<file path="src/rtl/core/skvb_pkg.sv">
// shared types, constants and register codes for the shape key vertex blend
package skvb_pkg;

  // coordinate and weight formats
  localparam int CoordBits  = 16;
  localparam int NumKeys    = 3;
  localparam int WeightBits = 16;
  localparam int FracBits   = 16;

  // blend fraction t is unsigned Q1.16, at most 1.0
  localparam int TBits    = FracBits + 1;
  // weight sum and divider remainder
  localparam int SumBits  = WeightBits + 2;
  localparam int RemBits  = SumBits + 1;
  localparam int CntBits  = $clog2(TBits);
  localparam int KeyBits  = $clog2(NumKeys);
  // product of a signed difference and a zero-extended fraction
  localparam int DiffBits = CoordBits + 1;
  localparam int ProdBits = DiffBits + TBits + 1;
  localparam int StepBits = ProdBits - FracBits;

  // configuration port
  localparam int AddrBits = 4;
  localparam int DataBits = 32;

  typedef logic [CoordBits-1:0]  coord_t;
  typedef coord_t [2:0]          vec_t;
  typedef logic [WeightBits-1:0] weight_t;
  typedef logic [TBits-1:0]      frac_t;

  typedef enum logic [1:0] {
    REG_WEIGHT_A = 2'd0,
    REG_WEIGHT_B = 2'd1,
    REG_WEIGHT_C = 2'd2
  } reg_idx_e;

  typedef enum logic {
    DIV_IDLE,
    DIV_RUN
  } div_state_e;

  // status of the fraction unit
  typedef struct packed {
    logic busy;
    logic sum_zero;
  } div_status_t;

  // input word
  typedef struct packed {
    logic signed [CoordBits-1:0] basis_x;
    logic signed [CoordBits-1:0] basis_y;
    logic signed [CoordBits-1:0] basis_z;
    logic signed [CoordBits-1:0] key_a_x;
    logic signed [CoordBits-1:0] key_a_y;
    logic signed [CoordBits-1:0] key_a_z;
    logic signed [CoordBits-1:0] key_b_x;
    logic signed [CoordBits-1:0] key_b_y;
    logic signed [CoordBits-1:0] key_b_z;
    logic signed [CoordBits-1:0] key_c_x;
    logic signed [CoordBits-1:0] key_c_y;
    logic signed [CoordBits-1:0] key_c_z;
  } in_word_t;

  // output word
  typedef struct packed {
    logic signed [CoordBits-1:0] out_x;
    logic signed [CoordBits-1:0] out_y;
    logic signed [CoordBits-1:0] out_z;
  } out_word_t;

  // data handed from cell to cell: current vertex, basis, keys still to apply
  typedef struct packed {
    vec_t                cur;
    vec_t                basis;
    vec_t [NumKeys-1:0]  keys;
  } link_t;

endpackage

</file>
<file path="src/rtl/core/skvb_cell.sv">
// one blend cell: moves the vertex toward the first pending key, two stages
module skvb_cell
  import skvb_pkg::*;
(
  input  logic   clk_i,
  input  logic   rst_ni,
  input  frac_t  frac_i,
  input  logic   up_valid_i,
  input  link_t  up_data_i,
  output logic   up_ready_o,
  output logic   dn_valid_o,
  output link_t  dn_data_o,
  input  logic   dn_ready_i
);

  logic                        a_valid_q, b_valid_q;
  link_t                       a_link_q, b_link_q, b_link_d;
  logic signed [ProdBits-1:0]  a_prod_q [3];
  logic signed [ProdBits-1:0]  a_prod_d [3];
  logic                        a_ready, b_ready;

  logic [DiffBits-1:0]         dif [3];
  logic                        differs;
  logic signed [TBits:0]       t_s;
  logic signed [ProdBits-1:0]  rnd [3];
  logic [StepBits-1:0]         step [3];
  logic [StepBits-1:0]         cur_ext [3];
  logic [StepBits-1:0]         moved [3];

  // flow control: a stage takes a word when empty or when it drains
  assign b_ready    = !b_valid_q || dn_ready_i;
  assign a_ready    = !a_valid_q || b_ready;
  assign up_ready_o = a_ready;

  // stage a: difference to key, gated fraction, product
  always_comb begin
    differs = 1'b0;
    for (int c = 0; c < 3; c++) begin
      dif[c] = {up_data_i.keys[0][c][CoordBits-1], up_data_i.keys[0][c]}
             - {up_data_i.cur[c][CoordBits-1], up_data_i.cur[c]};
      if (up_data_i.keys[0][c] != up_data_i.basis[c]) begin
        differs = 1'b1;
      end
    end
    t_s = differs ? $signed({1'b0, frac_i}) : '0;
    for (int c = 0; c < 3; c++) begin
      a_prod_d[c] = $signed(dif[c]) * t_s;
    end
  end

  // stage b: round half up, add, saturate, drop the used key
  always_comb begin
    b_link_d = a_link_q;
    for (int c = 0; c < 3; c++) begin
      rnd[c]     = a_prod_q[c] + ProdBits'(1 << (FracBits - 1));
      step[c]    = rnd[c][ProdBits-1:FracBits];
      cur_ext[c] = {{(StepBits - CoordBits){a_link_q.cur[c][CoordBits-1]}}, a_link_q.cur[c]};
      moved[c]   = cur_ext[c] + step[c];
      if (moved[c][StepBits-1:CoordBits-1] == '0
          || moved[c][StepBits-1:CoordBits-1] == '1) begin
        b_link_d.cur[c] = moved[c][CoordBits-1:0];
      end else if (moved[c][StepBits-1]) begin
        b_link_d.cur[c] = {1'b1, {(CoordBits - 1){1'b0}}};
      end else begin
        b_link_d.cur[c] = {1'b0, {(CoordBits - 1){1'b1}}};
      end
    end
    for (int k = 0; k < NumKeys - 1; k++) begin
      b_link_d.keys[k] = a_link_q.keys[k + 1];
    end
  end

  // valid bits
  always_ff @(posedge clk_i or negedge rst_ni) begin
    if (!rst_ni) begin
      a_valid_q <= 1'b0;
      b_valid_q <= 1'b0;
    end else begin
      if (a_ready) begin
        a_valid_q <= up_valid_i;
      end
      if (b_ready) begin
        b_valid_q <= a_valid_q;
      end
    end
  end

  // payload registers
  always_ff @(posedge clk_i) begin
    if (a_ready && up_valid_i) begin
      a_link_q <= up_data_i;
      for (int c = 0; c < 3; c++) begin
        a_prod_q[c] <= a_prod_d[c];
      end
    end
    if (b_ready && a_valid_q) begin
      b_link_q <= b_link_d;
    end
  end

  assign dn_valid_o = b_valid_q;
  assign dn_data_o  = b_link_q;

endmodule

</file>
<file path="config.mk">
export PLATFORM = sky130hd
export DESIGN_NAME = skvb_cell
export DESIGN_NICKNAME = d
export VERILOG_FILES = /design/src/rtl/core/skvb_pkg.sv /design/src/rtl/core/skvb_cell.sv
export SDC_FILE = /design/constraint.sdc
export NUM_CORES = 2
export LEC_CHECK = 0
export BUFFER_PORTS_ARGS = -buffer_cell sky130_fd_sc_hd__buf_2
export CAP_MARGIN = 20
export CORE_MARGIN = 2
export CORE_UTILIZATION = 48
export CTS_CLUSTER_DIAMETER = 30
export CTS_CLUSTER_SIZE = 16
export DETAILED_ROUTE_END_ITERATION = 7
export GPL_ROUTABILITY_DRIVEN = 0
export PLACE_DENSITY = 0.69
export SLEW_MARGIN = 20
export SYNTH_ARGS = -nofsm -noshare
export SYNTH_HDL_FRONTEND = slang
export SYNTH_SLANG_ARGS = --single-unit
</file>
<file path="constraint.sdc">
create_clock -name clk_i -period 7.9 [get_ports clk_i]
set_input_delay 1.58 -clock clk_i [delete_from_list [all_inputs] [get_ports clk_i]]
set_output_delay 1.58 -clock clk_i [all_outputs]
set_load 0.03 [all_outputs]
</file>
# Yosys cells after proc, flatten, opt, wreduce, memory -nomap -nowiden
# Memory sizes are Yosys's and may differ from the RTL's.
# Cells that the tools add are included.
# op_classes
mul	3
muxes	12
n_eq_ne	6
n_addsub	9
reduce_logical	12
# op_table
operator	count
$add A35 B17 Y35 const B	3
$mul A17 B18 Y35	3
$mux W16	6
$add A19 B19 Y19	3
$sub A16 B16 Y17	3
$ne A16 B16 Y1	3
$mux W17	1
$eq A4 B4 Y1 const B	3
$logic_not A4 Y1	3
$logic_or A1 B1 Y1	5
$mux W1	5
$logic_and A1 B1 Y1	2
$logic_not A1 Y1	2
# totals
memories	1
ramBits	105
reg_bits	386
# memory_table
name	depth	word_bits	rd	rd_ports_with_merged_regs	wr	line	rtl
a_prod_q	3	35	3	0	3	skvb_cell.sv:18	logic signed [ProdBits-1:0] a_prod_q [3];

# Logic depth before layout (Yosys ltp)
# logic_depth
ltp_word	6
ltp_mapped	37
mapped_depth_nobuf	36

# Worst setup path before layout
# No wires, ideal clock.
# synth_timing
kind	input-to-reg
start	input up_data_i[16] (netlist bit)
end	memory a_prod_q[0][69] (netlist bit), data pin
path_buffers	1
setup_ps	260
stages	34
path_slack_ps	-2034
arrival_ps	9675
cell_sequence	inv_1 > ha_1 > fa_1 > nor2b_1 > o21ai_0 > a21boi_1 > o21ai_1 > a21boi_2 > o21ai_1 > a21boi_0 > o21ai_0 > a211oi_1 > clkbuf_1 > nand2_1 > fa_1 > inv_1 > fa_1 > inv_1 > fa_1 > inv_1 > fa_1 > fa_1 > inv_1 > fa_1 > inv_1 > ha_1 > nand2_1 > or4_2 > a31oi_2 > o311ai_4 > o31a_2 > o21ai_0 > a31oi_1 > xnor2_1
# synth_rtl
element	line	rtl
start: declaration	skvb_cell.sv:9	input link_t up_data_i,
end: declaration	skvb_cell.sv:18	

==> flow_summary.json <==
{
  "status": "finished, violations left",
  "violations": "negative setup slack",
  "postSynthAreaPerCell_um2": 9.98,
  "core_area_um2": 103000,
  "synth-edff-count": 444,
  "fin_crit_sh_pct": 110,
  "min_path_type": "reg -> reg",
  "nets": 7620,
  "cts.sink_count": 446,
  "sequential_cell_area_um2": 13400,
  "synth.distinct_cells": 84,
  "timing.critical_path.from_type": "primary input",
  "timing.critical_path.fanout_max": 5,
  "critPathSlowestCell": "sky130_fd_sc_hd__fa_1",
  "slowest_delay_ns": 0.56,
  "global_route_wire_length_before_repair_um": 236000,
  "post-route-drc-count": 0,
  "insertion_delay_ns": 0.68,
  "synthDominantCellAreaShare_pct": 27.1,
  "die_height_um": 326,
  "yosysSeqAreaShare_pct": 26.9,
  "ant_nets": 0,
  "clock-skew-final_ns": 0.0488,
  "setup.worst_path.class": "in -> reg",
  "synth-warning-count": 0,
  "synthesis.area_um2": 49800,
  "share_of_post_route_cells_with_drive_strength_above_1_pct": 30.3,
  "die_width_um": 326,
  "syn_nets": 6400,
  "postSynth.asyncResetShare_pct": 0.448,
  "design.portCount": 503,
  "yosys_most_used_dff": "sky130_fd_sc_hd__edfxtp_1",
  "max_cap_viol_count": 0,
  "htree_num_levels": 3,
  "post-place-ws_ns": -1.97,
  "final-hold-violation-count": 0,
  "crit_path_frequent_cell": "sky130_fd_sc_hd__fa_1",
  "layout_commonest_cell": "sky130_fd_sc_hd__inv_1",
  "number_of_antenna_violations_at_the_first_check_in_global_routing": 9,
  "filler_cell_count_in_the_final_layout": 8001,
  "setup.worst_path.end_class": "flop",
  "non_filler_instances": 7666,
  "period_minus_slack_ns": 8.67,
  "rsz_0062_raised_after_global_routing": "yes",
  "route.vias.total": 40800,
  "detailedRoute.firstIterationViolations": 3009,
  "post_drt_via_cell_ratio": 5.33,
  "grtUsageTotal_pct": 28.6,
  "post_synth_inst_count": 4987,
  "final-max-slew-violation-count": 0,
  "grt_max_degree": 140,
  "tritoncts": "built",
  "placedCellCount": 7407,
  "post_synth_main_area_contributors": "sky130_fd_sc_hd__fa_1, sky130_fd_sc_hd__edfxtp_1, sky130_fd_sc_hd__ha_1, sky130_fd_sc_hd__inv_1, sky130_fd_sc_hd__nand2_1",
  "finalHoldWorstSlack_ns": 0.385,
  "grt_overflow_total": 0,
  "syn_to_final_growth_pct": 31.4,
  "design.die.area_um2": 106000,
  "final_cell_mix": "sky130_fd_sc_hd__inv_1, sky130_fd_sc_hd__buf_4, sky130_fd_sc_hd__fa_1",
  "synth-seq-cells": 446,
  "grt_pass1_vias": 42900,
  "cts.clk_slew.worst_paths_ns": 0.05,
  "timing.final.ws_setup_ns": -0.768,
  "totalWireLength_um": 152000,
  "setup_viol_count_final": 56,
  "cts.root.buffer_cell": "sky130_fd_sc_hd__clkbuf_16",
  "fmax_ghz": 0.115,
  "routed_wire_length_per_instance_um": 19.8,
  "detailed_place_hpwl_um": 123000,
  "max-clock-path-buffers": 3,
  "cts-buffers-inserted": 89,
  "multi_input_logic_area_um2": 33400,
  "worstPathArrival_ns": 9.04,
  "final_util_pct": 63.4,
  "max_slew.worst_pin.slew_ns": 1.01,
  "cp.required_ns": 8.27,
  "maxSlewHeadroom_pct": 32.5,
  "dr.pass1.iters": 6,
  "yosys.area.top_type": "sky130_fd_sc_hd__fa_1",
  "rows": 118,
  "port_buffers": 502,
  "initial_core_util_pct": 48.2
}
==> Yosys cell counts (all sizes together), types with 5 or more instances <==
cell	instances
or3	46
o211ai	30
a211oi	35
xnor2	124
a21o	38
nor2	349
a311oi	13
xor2	100
o21ai	81
o31ai	44
nand3	82
nor2b	22
a31o	22
fa	675
o21bai	9
nand3b	5
nor4	33
a211o	9
nand4	42
and2	71
a21boi	23
inv	996
clkbuf	159
nand2b	24
a21oi	127
o31a	7
or2	13
and3	31
edfxtp	444
ha	477
nand2	475
o21a	29
o311ai	15
or4	5
buf	99
and4	6
a31oi	50
nor3	132
==> worst max-delay path, delay by kind of cell <==
kind / cells / cell delay, ns
buffers and inverters: 6 / 0.59
AND/OR/NAND/NOR: 3 / 0.61
AO/OA/AOI/OAI: 16 / 2.59
XOR/XNOR: 1 / 0.12
adder cells (fa/ha/maj): 8 / 3.54
==> flip-flops by register name (all words and copies together) (netlist names) <==
name and cells:
dn_valid_o 1, a_link_q 192, dn_data_o 192, a_valid_q 1, a_prod_q 60
==> stage by stage <==
step           setup TNS (ns)  instance area, µm²
2_1_floorplan          -40.59               50400
3_3_place_gp           -94.30               59900
3_5_place_dp           -97.48               59900
4_1_cts                -28.32               64300
5_1_grt                -42.56               65400
6_report               -30.15               65400
==> final timing paths <==
| check | start | end | slack, ns | depth (start not counted) |
|---|---|---|---|---|
| max | up_data_i[1] | a_prod_q[0][29]$_DFFE_PP_ | -0.77 | 34 |
| min | a_link_q[144]$_DFFE_PP_ | dn_data_o[144]$_DFFE_PP_ | 0.39 | 0 |
| max reg2reg | a_prod_q[0][85]$_DFFE_PP_ | dn_data_o[234]$_DFFE_PP_ | 3.36 | 13 |
| min reg2reg | a_link_q[144]$_DFFE_PP_ | dn_data_o[144]$_DFFE_PP_ | 0.39 | 0 |
| max in group asynchronous | rst_ni | dn_valid_o$_DFFE_PN0P_ | 7.12 | 1 |
| min in group asynchronous | rst_ni | a_valid_q$_DFFE_PN0N_ | 0.69 | 1 |
==> routing by layer <==
| layer | part of all wire, % | GRT usage, % | vias up |
|---|---|---|---|
| met5 | 0.030 | 0 | - |
| met4 | 5.4 | 13.4 | 8 |
| met3 | 10 | 7.81 | 434 |
| met2 | 47 | 46.9 | 1881 |
| met1 | 37 | 35.2 | 19900 |
| li1 | - | - | 18600 |
==> cell families (layout without fill, tap and decap cells) <==
kind of cell / after synthesis / in the layout / synth area share [%]
XOR/XNOR: 224 / 224 / 3.96
flip-flops: 446 / 446 / 26.9
buffers and inverters: 1254 / 2548 / 9.85
multiplexers: 5 / 5 / 0.103
adder cells (fa/ha/maj): 1152 / 1152 / 39.1
other: 0 / 4 / 0
AND/OR/NAND/NOR: 1347 / 1348 / 12.4
AO/OA/AOI/OAI: 559 / 559 / 7.67
==> repair_timing <==
action / 4_1_cts / 5_1_grt
buffers inserted: 61 / 27
endpoints found under the setup margin: 60 / 60
pin swaps: 142 / 107
hold buffers: 0 / 0
resized for setup: 202 / 196
gates cloned: 1 / 2
==> area by class of cell <==
type                       count  area share (%)
clock buffer                  96            3.44
timing repair buffer        1386            15.3
clock inverter                70            1.30
tap                         1380            2.64
antenna                        4          0.0153
sequential                   446            20.5
multi-input combinational   3288            51.1
inverter                     996            5.77
Power is not shown: default switching activity piles up to over one toggle a cycle in this logic, so the estimate is an artifact.
