[src/rtl/core/skvb_pkg.sv]
// shared types, constants and register codes for the shape key vertex blend
package skvb_pkg;

  // coordinate and weight formats
  localparam int CoordBits  = 16;
  localparam int NumKeys    = 3;
  localparam int WeightBits = 16;
  localparam int FracBits   = 16;

  // blend fraction t is unsigned Q1.16, at most 1.0
  localparam int TBits    = FracBits + 1;
  // weight sum and divider remainder
  localparam int SumBits  = WeightBits + 2;
  localparam int RemBits  = SumBits + 1;
  localparam int CntBits  = $clog2(TBits);
  localparam int KeyBits  = $clog2(NumKeys);
  // product of a signed difference and a zero-extended fraction
  localparam int DiffBits = CoordBits + 1;
  localparam int ProdBits = DiffBits + TBits + 1;
  localparam int StepBits = ProdBits - FracBits;

  // configuration port
  localparam int AddrBits = 4;
  localparam int DataBits = 32;

  typedef logic [CoordBits-1:0]  coord_t;
  typedef coord_t [2:0]          vec_t;
  typedef logic [WeightBits-1:0] weight_t;
  typedef logic [TBits-1:0]      frac_t;

  typedef enum logic [1:0] {
    REG_WEIGHT_A = 2'd0,
    REG_WEIGHT_B = 2'd1,
    REG_WEIGHT_C = 2'd2
  } reg_idx_e;

  typedef enum logic {
    DIV_IDLE,
    DIV_RUN
  } div_state_e;

  // status of the fraction unit
  typedef struct packed {
    logic busy;
    logic sum_zero;
  } div_status_t;

  // input word
  typedef struct packed {
    logic signed [CoordBits-1:0] basis_x;
    logic signed [CoordBits-1:0] basis_y;
    logic signed [CoordBits-1:0] basis_z;
    logic signed [CoordBits-1:0] key_a_x;
    logic signed [CoordBits-1:0] key_a_y;
    logic signed [CoordBits-1:0] key_a_z;
    logic signed [CoordBits-1:0] key_b_x;
    logic signed [CoordBits-1:0] key_b_y;
    logic signed [CoordBits-1:0] key_b_z;
    logic signed [CoordBits-1:0] key_c_x;
    logic signed [CoordBits-1:0] key_c_y;
    logic signed [CoordBits-1:0] key_c_z;
  } in_word_t;

  // output word
  typedef struct packed {
    logic signed [CoordBits-1:0] out_x;
    logic signed [CoordBits-1:0] out_y;
    logic signed [CoordBits-1:0] out_z;
  } out_word_t;

  // data handed from cell to cell: current vertex, basis, keys still to apply
  typedef struct packed {
    vec_t                cur;
    vec_t                basis;
    vec_t [NumKeys-1:0]  keys;
  } link_t;

endpackage

[src/rtl/core/skvb_frac_div.sv]
// restoring divider that turns the three weights into blend fractions
module skvb_frac_div
  import skvb_pkg::*;
(
  input  logic                       clk_i,
  input  logic                       rst_ni,
  input  logic                       start_i,
  input  weight_t [NumKeys-1:0]      weight_i,
  output frac_t   [NumKeys-1:0]      frac_o,
  output div_status_t                status_o
);

  div_state_e             state_q, state_d;
  logic                   start_q;
  logic [KeyBits-1:0]     key_q, key_d;
  logic [CntBits-1:0]     cnt_q, cnt_d;
  logic [RemBits-1:0]     rem_q, rem_d;
  logic [TBits-2:0]       quo_q, quo_d;
  frac_t [NumKeys-1:0]    frac_q, frac_d;

  logic [SumBits-1:0]     wsum;
  logic                   sum_zero;
  logic                   ge;
  logic [RemBits-1:0]     rem_keep;
  logic [KeyBits-1:0]     key_nxt;

  // sum of all weights
  assign wsum = SumBits'(weight_i[0]) + SumBits'(weight_i[1]) + SumBits'(weight_i[2]);
  assign sum_zero = (wsum == '0);

  // one quotient bit per cycle
  assign ge       = (rem_q >= RemBits'(wsum));
  assign rem_keep = ge ? (rem_q - RemBits'(wsum)) : rem_q;
  assign key_nxt  = key_q + KeyBits'(1);

  // state register; start is registered so the new weight is in place
  always_ff @(posedge clk_i or negedge rst_ni) begin
    if (!rst_ni) begin
      state_q <= DIV_IDLE;
      start_q <= 1'b0;
      key_q   <= '0;
      cnt_q   <= '0;
      frac_q  <= '0;
    end else begin
      state_q <= state_d;
      start_q <= start_i;
      key_q   <= key_d;
      cnt_q   <= cnt_d;
      frac_q  <= frac_d;
    end
  end

  // datapath registers
  always_ff @(posedge clk_i) begin
    rem_q <= rem_d;
    quo_q <= quo_d;
  end

  // next state: seventeen steps per key, keys in order
  always_comb begin
    state_d = state_q;
    key_d   = key_q;
    cnt_d   = cnt_q;
    rem_d   = rem_q;
    quo_d   = quo_q;
    frac_d  = frac_q;
    if (start_q) begin
      state_d = DIV_RUN;
      key_d   = '0;
      cnt_d   = CntBits'(TBits - 1);
      rem_d   = RemBits'(weight_i[0]);
      quo_d   = '0;
    end else begin
      case (state_q)
        DIV_IDLE: begin
          state_d = DIV_IDLE;
        end
        DIV_RUN: begin
          rem_d = {rem_keep[RemBits-2:0], 1'b0};
          quo_d = {quo_q[TBits-3:0], ge};
          if (cnt_q == '0) begin
            frac_d[key_q] = sum_zero ? '0 : {quo_q, ge};
            if (key_q == KeyBits'(NumKeys - 1)) begin
              state_d = DIV_IDLE;
            end else begin
              key_d = key_nxt;
              cnt_d = CntBits'(TBits - 1);
              rem_d = RemBits'(weight_i[key_nxt]);
              quo_d = '0;
            end
          end else begin
            cnt_d = cnt_q - CntBits'(1);
          end
        end
        default: begin
          state_d = DIV_IDLE;
        end
      endcase
    end
  end

  assign frac_o            = frac_q;
  assign status_o.busy     = (state_q == DIV_RUN) || start_q;
  assign status_o.sum_zero = sum_zero;

endmodule

[config.mk]
export PLATFORM = sky130hd
export DESIGN_NAME = skvb_frac_div
export DESIGN_NICKNAME = d
export VERILOG_FILES = /design/src/rtl/core/skvb_pkg.sv /design/src/rtl/core/skvb_frac_div.sv
export SDC_FILE = /design/constraint.sdc
export NUM_CORES = 1
export LEC_CHECK = 0
export BUFFER_PORTS_ARGS = -buffer_cell sky130_fd_sc_hd__buf_4
export CORE_MARGIN = 2
export CORE_UTILIZATION = 45
export CTS_CLUSTER_DIAMETER = 150
export DETAILED_ROUTE_END_ITERATION = 8
export PLACE_DENSITY_LB_ADDON = 0.05
export SKIP_LAST_GASP = 1
export SLEW_MARGIN = 20
export SYNTH_ARGS = -nofsm -noshare
export SYNTH_HDL_FRONTEND = slang
export SYNTH_SLANG_ARGS = --single-unit
[constraint.sdc]
create_clock -name clk_i -period 7.9 [get_ports clk_i]
set_input_delay 0.395 -clock clk_i [delete_from_list [all_inputs] [get_ports clk_i]]
set_output_delay 0.395 -clock clk_i [all_outputs]
set_load 0.02 [all_outputs]
Yosys cells after proc, flatten, opt, wreduce, memory -nomap -nowiden
Index checks and enable logic that the tools add are counted.

operators by class
  $add $sub $neg = 5
  multiply operators = 0
  div/mod/pow operators = 0
  $lt $le $gt $ge = 4
  eq/ne operators = 3
  shift-type cells = 0
  multiplexer cells = 25
  bitwise operators = 2
  reduce and logical (&&, ||, !) cells = 9

operator list
  operator                                                                count
  16-bit two-way mux                                                      5
  51-bit bitwise mux                                                      1
  19-bit two-way mux                                                      2
  17-bit demux with 2-bit select                                          1
  17-bit two-way mux                                                      2
  16-bit binary-select mux with 2-bit select                              1
  5-bit two-way mux                                                       4
  19-bit by 18-bit >= comparator with 1-bit output                        1
  17-bit by 16-bit adder with 18-bit output                               1
  18-bit logical NOT                                                      1
  18-bit two-way mux                                                      1
  18-bit subtractor                                                       1
  16-bit by 16-bit adder with 17-bit output                               1
  2-bit two-way mux                                                       4
  2-bit by 3-bit < comparator with 1-bit output (second input constant)   2
  3-bit AND reduction                                                     2
  5-bit logical NOT                                                       1
  5-bit by 1-bit subtractor with 5-bit output (second input constant)     1
  2-bit nonzero test                                                      2
  1-bit two-way mux                                                       3
  3-bit != test (second input constant)                                   1
  2-bit by 1-bit adder with 2-bit output (second input constant)          1
  2-bit equality test (second input constant)                             1
  2-bit by 1-bit >= comparator with 1-bit output (second input constant)  1
  6 further kinds                                                         7

word-level totals
  flip-flop bits (word level) = 95
  bits in latches = 0
  bits in writable memories = 0
  memory bits (read-only) = 0
  input port bits = 51
  output and inout bits = 53
  memories = 0

Longest topological paths before layout
Gate-level depths: netlist of the first run.

  word-level depth = 8
  mapped depth = 22
  mapped depth without buffers = 21

Least setup slack after synthesis of the first run
Ideal clock, no wire load.

  kind = input port to flip-flop
  start = in weight_i[1] in the netlist's numbering
  end = reg rem_q[4], data pin
  data arrival time = 4.594 ns
  required time = 7.646 ns
  slack = 3.052 ns
  stages = 20
  buffers on the path = 1
  path through = inv_1 > fa_1 > inv_1 > ha_1 > fa_1 > a211oi_2 > o211ai_2 > a31o_2 > a21oi_1 > xor2_1 > ha_1 > o21a_1 > o21ai_0 > a31oi_1 > maj3_2 > a211oi_4 > buf_6 > mux2i_1 > a211oi_1 > a21o_1

on the way
  cells in the longest elaborated chain, start to end = 8

RTL lines
  what                                                                                   RTL line                                  text
  from (decl)                                                                            skvb_frac_div.sv:8                        input weight_t [NumKeys-1:0] weight_i,
  16-bit by 16-bit adder with 17-bit output *                                            skvb_frac_div.sv:28                       assign wsum = SumBits'(weight_i[0]) + SumBits'(weight_i[1]) + SumBits'(weight_i[2]);
  17-bit by 16-bit adder with 18-bit output *                                            skvb_frac_div.sv:28
  18-bit subtractor or 19-bit by 18-bit >= comparator with 1-bit output (tied branches)  skvb_frac_div.sv:33, skvb_frac_div.sv:32
  18-bit two-way mux *                                                                   skvb_frac_div.sv:33                       assign rem_keep = ge ? (rem_q - RemBits'(wsum)) : rem_q;
  19-bit two-way mux                                                                     skvb_frac_div.sv:83                       if (key_q == KeyBits'(NumKeys - 1)) begin
  19-bit two-way mux *                                                                   skvb_frac_div.sv:81                       if (cnt_q == '0) begin
  16-bit two-way mux *                                                                   skvb_frac_div.sv:74                       case (state_q)
  16-bit two-way mux *                                                                   skvb_frac_div.sv:67                       if (start_q) begin
  named net rem_d[4]                                                                     skvb_frac_div.sv:17                       logic [RemBits-1:0] rem_q, rem_d;
  to (signal assigned)                                                                   skvb_frac_div.sv:55                       rem_q <= rem_d;
  to (decl)                                                                              skvb_frac_div.sv:17

The timed path passes the listed nets; every way through them passes the cells marked *. The select of a mux whose other input is x is not followed.
A chain may end at the register's enable or synchronous reset.

Final worst setup path of the first run
  start = in weight_i[1] in the netlist's numbering
  end = reg rem_q[2], data pin

Same word-level chain as after synthesis.

==> impl_results.md, run 1 <==
* Max-cap violations at 0
* Power density over the cells at roughly 360 nW/um^2
* Area of the core at 13900 sq um
* Final Core Density at 0.547
* Initial DRT Pass Iterations at 4
* Clk_lat worst skew at 0.35 ns
* Vias per cell at roughly 5.5
* Post_cts resized at 0
* Fin. Hold Viols at 0
* Power Total at between 2 and 3 mW
* CTS tree: built
* DR vias at 5362
* Leak pwr at approximately 3.4 nW
* Min-delay worst type: in2async
* Syn Area/Cell at between 8 and 9 sq um
* Top cells by count, synth: 137 x nand2_1, 60 x dfrtp_1, 43 x o21ai_0
* Critical path endpoint category: register
* Final critical-path required period at ~5.3 ns
* CP Launch Type: input pin
* Worst slew pin tran at 0.966 ns
* GRT Util Overall at 0.220
* Pre-CTS setup slack at ~2.2 ns
* Die area at about 15000 sq um
* Count leader, synth: nand2_1
* Final Max Slew Viols at 0
* CP Class: in2reg
* Gate Count Post-Synth at ~700
* Die Ht at roughly 120 microns
* TritonCTS Buffers at 9
* Count of cell types in the netlist at 63
* Remaining Overflow, GRT at 0
* Max-slew headroom at 0.353
* Fin crit share at 0.674
* Ys Warns at 0
* Outcome: complete, no violations
* Worst reg-to-reg path cell count at 11
* Area Growth Syn to Fin at 18.3%
* DRC viols at 0
* Pin count of the biggest net entering global routing at just over 60
* Seq/Total Area, Yosys at 0.368
* Post-CTS Hold Fix Bufs at 0
* Placed cells at slightly below 1000
* Clock Pin Slew Worst Setup and Hold Paths at ~0.080 ns
* Fin nets at 900
* GP Congestion at 0.878
* Number of port buffers at 103
* CP required at between 8 and 9 ns
* Drt wl/cell at between 15 and 20 microns
* Worst Path Arrival at around 5.4 ns
* Initial core utilization at 0.462
* Crit Path Max Fanout at 25
* Post-Syn Area at 6410 sq um
* RSZ-0062 raised after global routing: no
* IO Pins at ~100
* First-pass GRT wire length at 26300 microns
* Ys flop type: dfrtp_1
* Yosys top cell by area: dfrtp_1
* Die width at 123 microns
* Share of cells above drive strength 1 at 0.189
* Clock root cell: clkbuf_16
* Vias in the first global route at approximately 5300
* Fmax at between 150 and 200 MHz
* Number of post-CTS setup repair buffers at 0
* # H-tree levels at 3
* FF+latch count, synth at 95
* RR Startpoint: rem_q[1]
* Initial antenna violation count at 0
* Post-synth EDFFs at 16
* Final std cells w/o fill at 980
* Setup Viol. Count Final at 0
* Top-area cell type share of the netlist area at 0.234
* N_diodes at 0
* DP HPWL at between 10000 and 15000 microns
* CP Launch Point: weight_i[1]
* Ranking of synthesized cells by area: dfrtp_1 23%, nand2_1 8.0%, edfxtp_1 7.5%, ha_1 7.0%, dfxtp_1 5.9%
* Worst Skew at ~0.016 ns
* Clock sink total at between 90 and 100
* Setup TNS Final at 0 ns
* R2R Setup Slk at between 4 and 5 ns
* Reg2reg end: rem_q[2]
* Syn Nets at 820
* Aggregate routed wire length at 15900 microns
* Initial drt markers at 338
* Routed Antenna Nets at 0
* Row count at between 40 and 50
* Max clock buf depth at 2
* Final WS setup at around 2.6 ns
* Async set-reset flop share out of synthesis at 0.632
* Worst vdd ir at 0.145 mV
## area by class of cell
cell class / count / area [sq um]
multi-input combinational: 540 / 3730
timing repair buffer: 110 / 826
fill: 1325 / 6290
inverter: 39 / 146
tap: 180 / 225
sequential: 95 / 2360
clock inverter: 4 / 31.3
clock buffer: 12 / 268
## worst max path at each step
stage | endpoint | slack, ns
after floorplan | rem_q[4] | 3.05
after global placement | rem_q[14] | 2.39
after detailed placement | rem_q[2] | 2.22
after CTS | rem_q[2] | 2.57
after global routing | rem_q[2] | 2.21
final | rem_q[2] | 2.58
## cell usage in the layout, fill, tap and decap left out, types with 7 or more instances in the layout
| cell | count |
|---|---|
| nand2b_1 | 8 |
| a22o_1 | 16 |
| a21oi_1 | 30 |
| a211oi_1 | 9 |
| o21ai_1 | 32 |
| nand2_1 | 137 |
| edfxtp_1 | 16 |
| a221oi_1 | 12 |
| buf_4 | 110 |
| mux2_2 | 9 |
| xnor2_1 | 16 |
| dfxtp_1 | 19 |
| o21ai_0 | 43 |
| fa_1 | 18 |
| xor2_1 | 14 |
| inv_1 | 39 |
| nor3_1 | 17 |
| ha_1 | 36 |
| a21o_1 | 12 |
| nand3_1 | 10 |
| nor2_1 | 30 |
| clkbuf_16 | 10 |
| dfrtp_1 | 60 |
| mux2i_1 | 7 |
## routing by layer
metal	wire [microns]	vias up	global-route usage
li1	-	2702	-
met1	7360	2540	0.287
met2	7820	108	0.379
met3	564	12	0.0263
met4	164	0	0.0703
met5	0	-	0
## metrics by stage
stage | hold WS, ns | cell area, sq um
after detailed placement | 0.471 | 7290
after CTS | 0.141 | 7590
after global placement | 0.464 | 7290
final | 0.120 | 7590
after floorplan | 0.0994 | 6410
after global routing | 0.138 | 7590
## state kept, by name, summed over array words and instances, names as in the netlist
register and cells:
state_q 1, start_q 1, cnt_q 5, rem_q 19, key_q 2, quo_q 16
frac_o 51
## where the power goes
| part | internal (mW) | leakage [nW] | switching, mW |
|---|---|---|---|
| logic | 0.672 | 2.28 | 0.890 |
| clock network | 0.244 | 0.145 | 0.194 |
| registers | 0.645 | 0.969 | 0.0881 |
## critical path, stage by stage
cell and delay (ns):
buf_4 0.09, inv_1 0.05, fa_1 0.53, inv_1 0.04
ha_1 0.24, fa_1 0.44, a211oi_2 0.31, o211ai_2 0.18
a31o_2 0.27, a21oi_1 0.17, xor2_1 0.21, ha_1 0.32
o21a_1 0.20, o21ai_0 0.15, a31oi_1 0.09, maj3_2 0.38
a211oi_4 0.40, buf_4 0.36, mux2i_1 0.28, a211oi_1 0.11
a21o_1 0.20
## kinds of logic after synthesis
group	share of synthesized area
XOR/XNOR	0.0410
AO/OA/AOI/OAI	0.219
buffers and inverters	0.0505
flip-flops	0.368
multiplexers	0.0267
AND/OR/NAND/NOR	0.163
adder cells (fa/ha/maj)	0.131
No activity file was read; power rests on OpenSTA's default activity.
==> inputs of run 2 (changes only) <==
==> constraint.sdc (replaced) <==
create_clock -name clk_i -period 5.12 [get_ports clk_i]
set_input_delay 0.256 -clock clk_i [delete_from_list [all_inputs] [get_ports clk_i]]
set_output_delay 0.256 -clock clk_i [all_outputs]
set_load 0.02 [all_outputs]
==> run 2 against run 1 <==
Against the previous run: the run now ends with hold timing left; power is 60% higher; first-iteration DRC count is 28% lower; combinational power is 62% higher; largest power group unchanged.
==> impl_results.md, run 2 (synthesized netlist as in run 1, its figures left out) <==
* Max-slew headroom at 0.389 (+0.0355)
* Buf/Inv on CP at 4 (unchanged)
* First-pass GRT wire length at 26400 microns (+0.65%)
* Min-delay worst type: in2async
* Wl on met1 at 7230 microns (-1.8%)
* Initial antenna violation count at 0 (unchanged)
* Reg area at 2360 sq um (unchanged)
* Clock root cell: clkbuf_16
* RSZ-0062 raised after global routing: no
* Layout fillers at 1297 (-2.1%)
* Max clock buf depth at 2 (unchanged)
* Outcome: complete, but fails checks
* DP HPWL at 11900 microns (+1.2%)
* Crit-path leading delay family: compound AO/OA/AOI/OAI gates
* Vias in the first global route at 5428 (+3.1%)
* Failing checks: hold timing
* DR vias at 5506 (+2.7%)
* Worst Skew at 0.00854 ns (-0.00789 ns)
* Worst vdd ir at 0.223 mV (+54%)
* Worst slew pin tran at 0.917 ns (-0.0496 ns)
* Max reg flops at 51 (unchanged)
* Reg2reg end: rem_q[2]
* Pin count of the biggest net entering global routing at 61 (unchanged)
* RR Startpoint: rem_q[1]
* Top layer in use: met4
* Met3 routed WL at 644 microns (+14%)
* Final hold slack at -0.0174 ns (-0.137 ns)
* Drt wl/cell at 16.1 microns (-1.1%)
* Die width at 123 microns (unchanged)
* Worst Path Arrival at 4.89 ns (-0.54 ns)
* Commonest cells after routing, fill and taps aside: 137 x nand2_1, 122 x buf_4, 60 x dfrtp_1
* Leak pwr at 3.49 nW (+2.7%)
* CP required at 5.22 ns (-2.79 ns)
* Share of cells above drive strength 1 at 0.203 (+0.0140)
* IO Pins at 104 (unchanged)
* Initial core utilization at 0.462 (unchanged)
* Fin. Hold Viols at 29 (+29)
* Final Max Slew Viols at 0 (unchanged)
* Routed Antenna Nets at 0 (unchanged)
* Commonest non-fill, non-tap cell in the layout: nand2_1
* Setup Viol. Count Final at 0 (unchanged)
* Max-cap violations at 0 (unchanged)
* Clock Pin Slew Worst Setup and Hold Paths at 0.07 ns (about the same)
* Final Core Density at 0.558 (+0.0110)
* Fin crit share at 0.935
* Cell Chain, Critical Path: buf_4, inv_1, fa_1, inv_1, ha_1, fa_1, a211oi_2, o211ai_2, nand3b_1, nand2_1, a21oi_1, xor2_1, ha_1, o21a_1, o21ai_0, nor2_1, o21ai_0, nand2_1, a211oi_4, buf_12, mux2i_1, a211oi_1, a21o_1
* Die Ht at 123 microns (unchanged)
* Number of port buffers at 103 (unchanged)
* Row count at 43 (unchanged)
* Critical Path Slowest Stage Cell: fa_1
* TritonCTS Buffers at 9 (unchanged)
* Area of the core at 13900 sq um (unchanged)
* Critical path endpoint category: register
* Worst reg-to-reg path cell count at 11 (unchanged)
* Clk_lat worst skew at 0.34 ns (about the same)
* CP Launch Type: input pin
* Footprint of the multi-input gates at 3730 sq um (unchanged)
* CP Class: in2reg
* GRT Util Overall at 0.220 (+0.000720)
* GP Congestion at 0.926 (+5.5%)
* CTS tree: built
* Final critical-path required period at 4.79 ns
* Aggregate routed wire length at 16000 microns (+0.34%)
* Fin nets at 914 (+1.6%)
* Critical Path Max Stage Delay at 0.53 ns (about the same)
* N_diodes at 0 (unchanged)
* Power density over the cells at 566 nW/um^2 (+57%)
* Initial drt markers at 244 (-28%)
* Die area at 15200 sq um (unchanged)
* Crit Path Max Fanout at 25 (unchanged)
* Area Growth Syn to Fin at 20.7%
* Fmax at 209 MHz
* Initial DRT Pass Iterations at 4 (unchanged)
* # H-tree levels at 3 (unchanged)
* Vias per cell at 5.54 (+1.2%)
* Power Total at 4.38 mW (+60%)
* DRC viols at 0 (unchanged)
* WL met2 at 7820 microns (about the same)
* Clock sink total at 95 (unchanged)
* R2R Setup Slk at 1.82 ns (-2.46 ns)
* Remaining Overflow, GRT at 0 (unchanged)
[run 2: report_power, final]
part	leakage, nW	internal, mW	switching (mW)	total (mW)
clock network	0.165	0.439	0.296	0.735
registers	0.969	0.994	0.131	1.13
logic	2.35	1.13	1.40	2.52
total	3.49	2.56	1.82	4.38
[run 2: what timing repair did]
| action | CTS | global route |
|---|---|---|
| hold buffers | 0 | 1 |
| resized for setup | 0 | 0 |
| endpoints found under the hold margin | 0 | 1 |
| setup buffers | 0 | 0 |
[run 2: area by class of cell]
class,instances,share of cell area
Multi-Input combinational cell,540,0.482
Clock inverter,4,0.00695
Tap cell,180,0.0291
Inverter,39,0.0189
Sequential cell,95,0.305
Timing Repair Buffer,124,0.122
Clock buffer,12,0.0359
[run 2: layer usage]
layer	track usage	up-vias
met4	0.0795	0
met3	0.0272	19
li1	-	2720
met1	0.285	2644
met5	0	-
met2	0.378	123
[run 2: how the worst max path moves through the flow]
stage | cells after the start | slack, ns | start | end
2_1_floorplan | 20 | 0.41 | weight_i[1] | rem_q[4]
3_3_place_gp | 23 | 0.06 | weight_i[1] | rem_q[14]
3_5_place_dp | 23 | -0.02 | weight_i[1] | rem_q[2]
4_1_cts | 23 | 0.33 | weight_i[1] | rem_q[2]
5_1_grt | 23 | 0.03 | weight_i[1] | rem_q[2]
6_report | 23 | 0.33 | weight_i[1] | rem_q[2]
[run 2: through the flow]
step | setup slack (ns) | instances | area [sq um] | setup TNS, ns
2_1_floorplan | 0.411 | 715 | 6410 | 0
3_3_place_gp | 0.0565 | 977 | 7400 | 0
3_5_place_dp | -0.0225 | 977 | 7400 | -0.0225
4_1_cts | 0.331 | 993 | 7730 | 0
5_1_grt | 0.0273 | 994 | 7740 | 0
6_report | 0.331 | 994 | 7740 | 0
==> inputs of run 3 (changes only) <==
--- a/config.mk
+++ b/config.mk
@@ -6,11 +6,11 @@
 export NUM_CORES = 1
 export LEC_CHECK = 0
 export BUFFER_PORTS_ARGS = -buffer_cell sky130_fd_sc_hd__buf_4
-export CORE_MARGIN = 2
+export CORE_MARGIN = 8
 export CORE_UTILIZATION = 45
 export CTS_CLUSTER_DIAMETER = 150
 export DETAILED_ROUTE_END_ITERATION = 8
-export PLACE_DENSITY_LB_ADDON = 0.05
+export PLACE_DENSITY = 0.77
 export SKIP_LAST_GASP = 1
 export SLEW_MARGIN = 20
 export SYNTH_ARGS = -nofsm -noshare
==> constraint.sdc (replaced) <==
create_clock -name clk_i -period 4.2 [get_ports clk_i]
set_input_delay 0.21 -clock clk_i [delete_from_list [all_inputs] [get_ports clk_i]]
set_output_delay 0.21 -clock clk_i [all_outputs]
set_load 0.02 [all_outputs]
==> run 3 against run 2 <==
Against the previous run: the run ends with setup timing left; clock skew increased by 0.0025 ns; sequential share of layout area decreased by 3.6 points; critical endpoint is now rem_q[4]; core utilization increased by 7.3 points; highest routed layer unchanged.
==> impl_results.md, run 3 (synthesized netlist as in run 1, its figures left out) <==
* Initial DRT Pass Iterations at 5 (+1)
* Failing checks: setup timing
* CP Class: in2reg
* Leak pwr at 3.97 nW (+14%)
* Clock sink total at 95 (unchanged)
* Area of the core at 13900 sq um (unchanged)
* GP Congestion at 0.926 (about the same)
* Remaining Overflow, GRT at 0 (unchanged)
* Worst slew pin tran at 1.11 ns (+0.198 ns)
* TritonCTS Buffers at 9 (unchanged)
* Final Max Slew Viols at 0 (unchanged)
* Power density over the cells at 742 nW/um^2 (+31%)
* Fin nets at 1001 (+9.5%)
* Post-route cell area at 8760 sq um (+13%)
* Post-placement cell area at 7960 sq um (+7.6%)
* IO Pins at 104 (unchanged)
* Worst vdd ir at 0.322 mV (+44%)
* Power Total at 6.50 mW (+48%)
* Setup Viol. Count Final at 15 (+15)
* Final WS setup at -0.187 ns (-0.518 ns)
* Crit Path Max Fanout at 6 (-76%)
* Worst Skew at 0.0110 ns (+0.00249 ns)
* Fin. Hold Viols at 0 (-100%)
* Fin crit share at 1.04
* Combinational share of power at 0.653 (+0.077)
* DR vias at 6018 (+9.3%)
* Initial drt markers at 443 (+82%)
* Area Growth Syn to Fin at 36.6%
* N_diodes at 0 (unchanged)
* Placed cells at 1044 (+6.9%)
* Pin count of the biggest net entering global routing at 61 (unchanged)
* RSZ-0062 raised after global routing: yes
* Worst reg-to-reg path cell count at 11 (unchanged)
* Hold depth at 3
* Outcome: complete, but fails checks
* Final hold slack at 0.160 ns (+0.178 ns)
* CTS tree: built
* Critical path endpoint category: register
* Vias per cell at 5.57 (+0.50%)
* Initial antenna violation count at 0 (unchanged)
* Clk_lat worst skew at 0.35 ns (about the same)
* DP HPWL at 13200 microns (+11%)
* Die Ht at 135 microns (+9.7%)
* Initial core utilization at 0.462 (unchanged)
* # H-tree levels at 3 (unchanged)
* Switching pwr at 2.74 mW (+50%)
* Sw frac at 0.421 (+0.00487)
* Sequential Power Share at 0.217 (-0.040)
* Die area at 18300 sq um (+20%)
* Share of cells above drive strength 1 at 0.337 (+0.135)
* Max clock buf depth at 2 (unchanged)
* Drt wl/cell at 17.2 microns (+7.1%)
* Max-slew headroom at 0.257 (-0.132)
* Die width at 135 microns (+9.7%)
* Vias in the first global route at 5850 (+7.8%)
* Row count at 43 (unchanged)
* Final std cells w/o fill at 1081 (+8.8%)
* Final Core Density at 0.631 (+0.0735)
* Number of port buffers at 103 (unchanged)
* GRT Util Overall at 0.197 (-0.0237)
* DRC viols at 0 (unchanged)
* Final critical-path required period at around 4.4 ns
* Commonest non-fill, non-tap cell in the layout: buf_4
* Aggregate routed wire length at 18600 microns (+16%)
* Max reg flops at 51 (unchanged)
* Clock power share at 0.130 (-0.038)
* CP Launch Type: input pin
* Routed Antenna Nets at 0 (unchanged)
* Min-delay worst type: in2reg
* Max-cap violations at 0 (unchanged)
* CP required at 4.31 ns (-0.91 ns)
* Commonest cells after routing, fill and taps aside: 197 x buf_4, 137 x nand2_1, 60 x dfrtp_1
* Fmax at between 200 and 250 MHz
* Clock Pin Slew Worst Setup and Hold Paths at 0.08 ns (about the same)
* Worst Path Arrival at 4.50 ns (-0.39 ns)
* Clock root cell: clkbuf_16
* First-pass GRT wire length at 29500 microns (+12%)
* Int Pwr at 3.77 mW (+47%)
-- run 3: changes by cell type in the layout (fill, tap and decap cells not counted), sizes merged --
cell,change
bufinv,-1
clkbuf,-3
inv,+2
dlygate4sd3,+1
clkinv,+2
buf,+86
-- run 3: power groups by stage --
stage	combinational [mW]	sequential [mW]	clock, mW
after global placement	3.48	1.41	0
after detailed placement	3.54	1.42	0
after CTS	3.77	1.40	0.853
after global routing	4.60	1.44	0.897
final	4.25	1.41	0.843
after floorplan	2.08	1.52	0
-- run 3: layout make-up --
cell class	count	area (sq um)
repair buffers	211	1660
flip-flops and latches	95	2360
multi-input cells	540	4050
fillers	1113	5120
inverters	39	156
clock inverters	7	83.8
clock buffers	9	225
well taps	180	225
-- run 3: what timing repair did --
item | 4_1_cts | 5_1_grt
hold buffers | 2 | 0
buffers inserted | 7 | 13
endpoints found under the setup margin | 22 | 22
pin swaps | 27 | 39
resized for setup | 20 | 52
endpoints found under the hold margin | 61 | 0
-- run 3: final timing paths --
kind / startpoint / endpoint / slack [ns]
min in group asynchronous: rst_ni / frac_o[3] / 0.46
hold reg to reg: frac_o[29] / frac_o[29] / 0.48
setup reg to reg: rem_q[1] / rem_q[4] / 0.95
setup / recovery: weight_i[33] / rem_q[4] / -0.19
hold / removal: weight_i[1] / rem_q[1] / 0.16
max in group asynchronous: rst_ni / frac_o[32] / 3.24
-- run 3: routing by layer --
| layer | wire, microns | up-vias | track usage | part of all wire |
|---|---|---|---|---|
| met5 | 0 | - | 0 | 0 |
| met4 | 423 | 0 | 0.0679 | 0.023 |
| met3 | 1120 | 32 | 0.0408 | 0.060 |
| met2 | 8860 | 181 | 0.324 | 0.48 |
| met1 | 8190 | 2909 | 0.251 | 0.44 |
| li1 | - | 2896 | - | - |
-- run 3: critical path: stages --
cell and delay, ns:
buf_8 0.09, inv_8 0.03, fa_1 0.54, inv_2 0.05, ha_4 0.16, buf_4 0.14
a211oi_4 0.25, o21ai_2 0.08, a31oi_1 0.20, buf_4 0.16, o21bai_1 0.08, a21oi_2 0.16
xor2_1 0.21, ha_1 0.29, a21oi_2 0.23, nand3_1 0.13, o21ai_2 0.08, a31oi_2 0.06
maj3_2 0.35, a211oi_4 0.29, buf_6 0.19, mux2i_2 0.23, a211oi_2 0.10, a21o_1 0.21
-- run 3: stage by stage --
step	TNS (ns)	worst slack [ns]
final	-1.85	-0.187
after global routing	-6.37	-0.435
after CTS	-2.04	-0.218
after detailed placement	-14.23	-0.769
after global placement	-12.01	-0.664
after floorplan	-2.13	-0.207
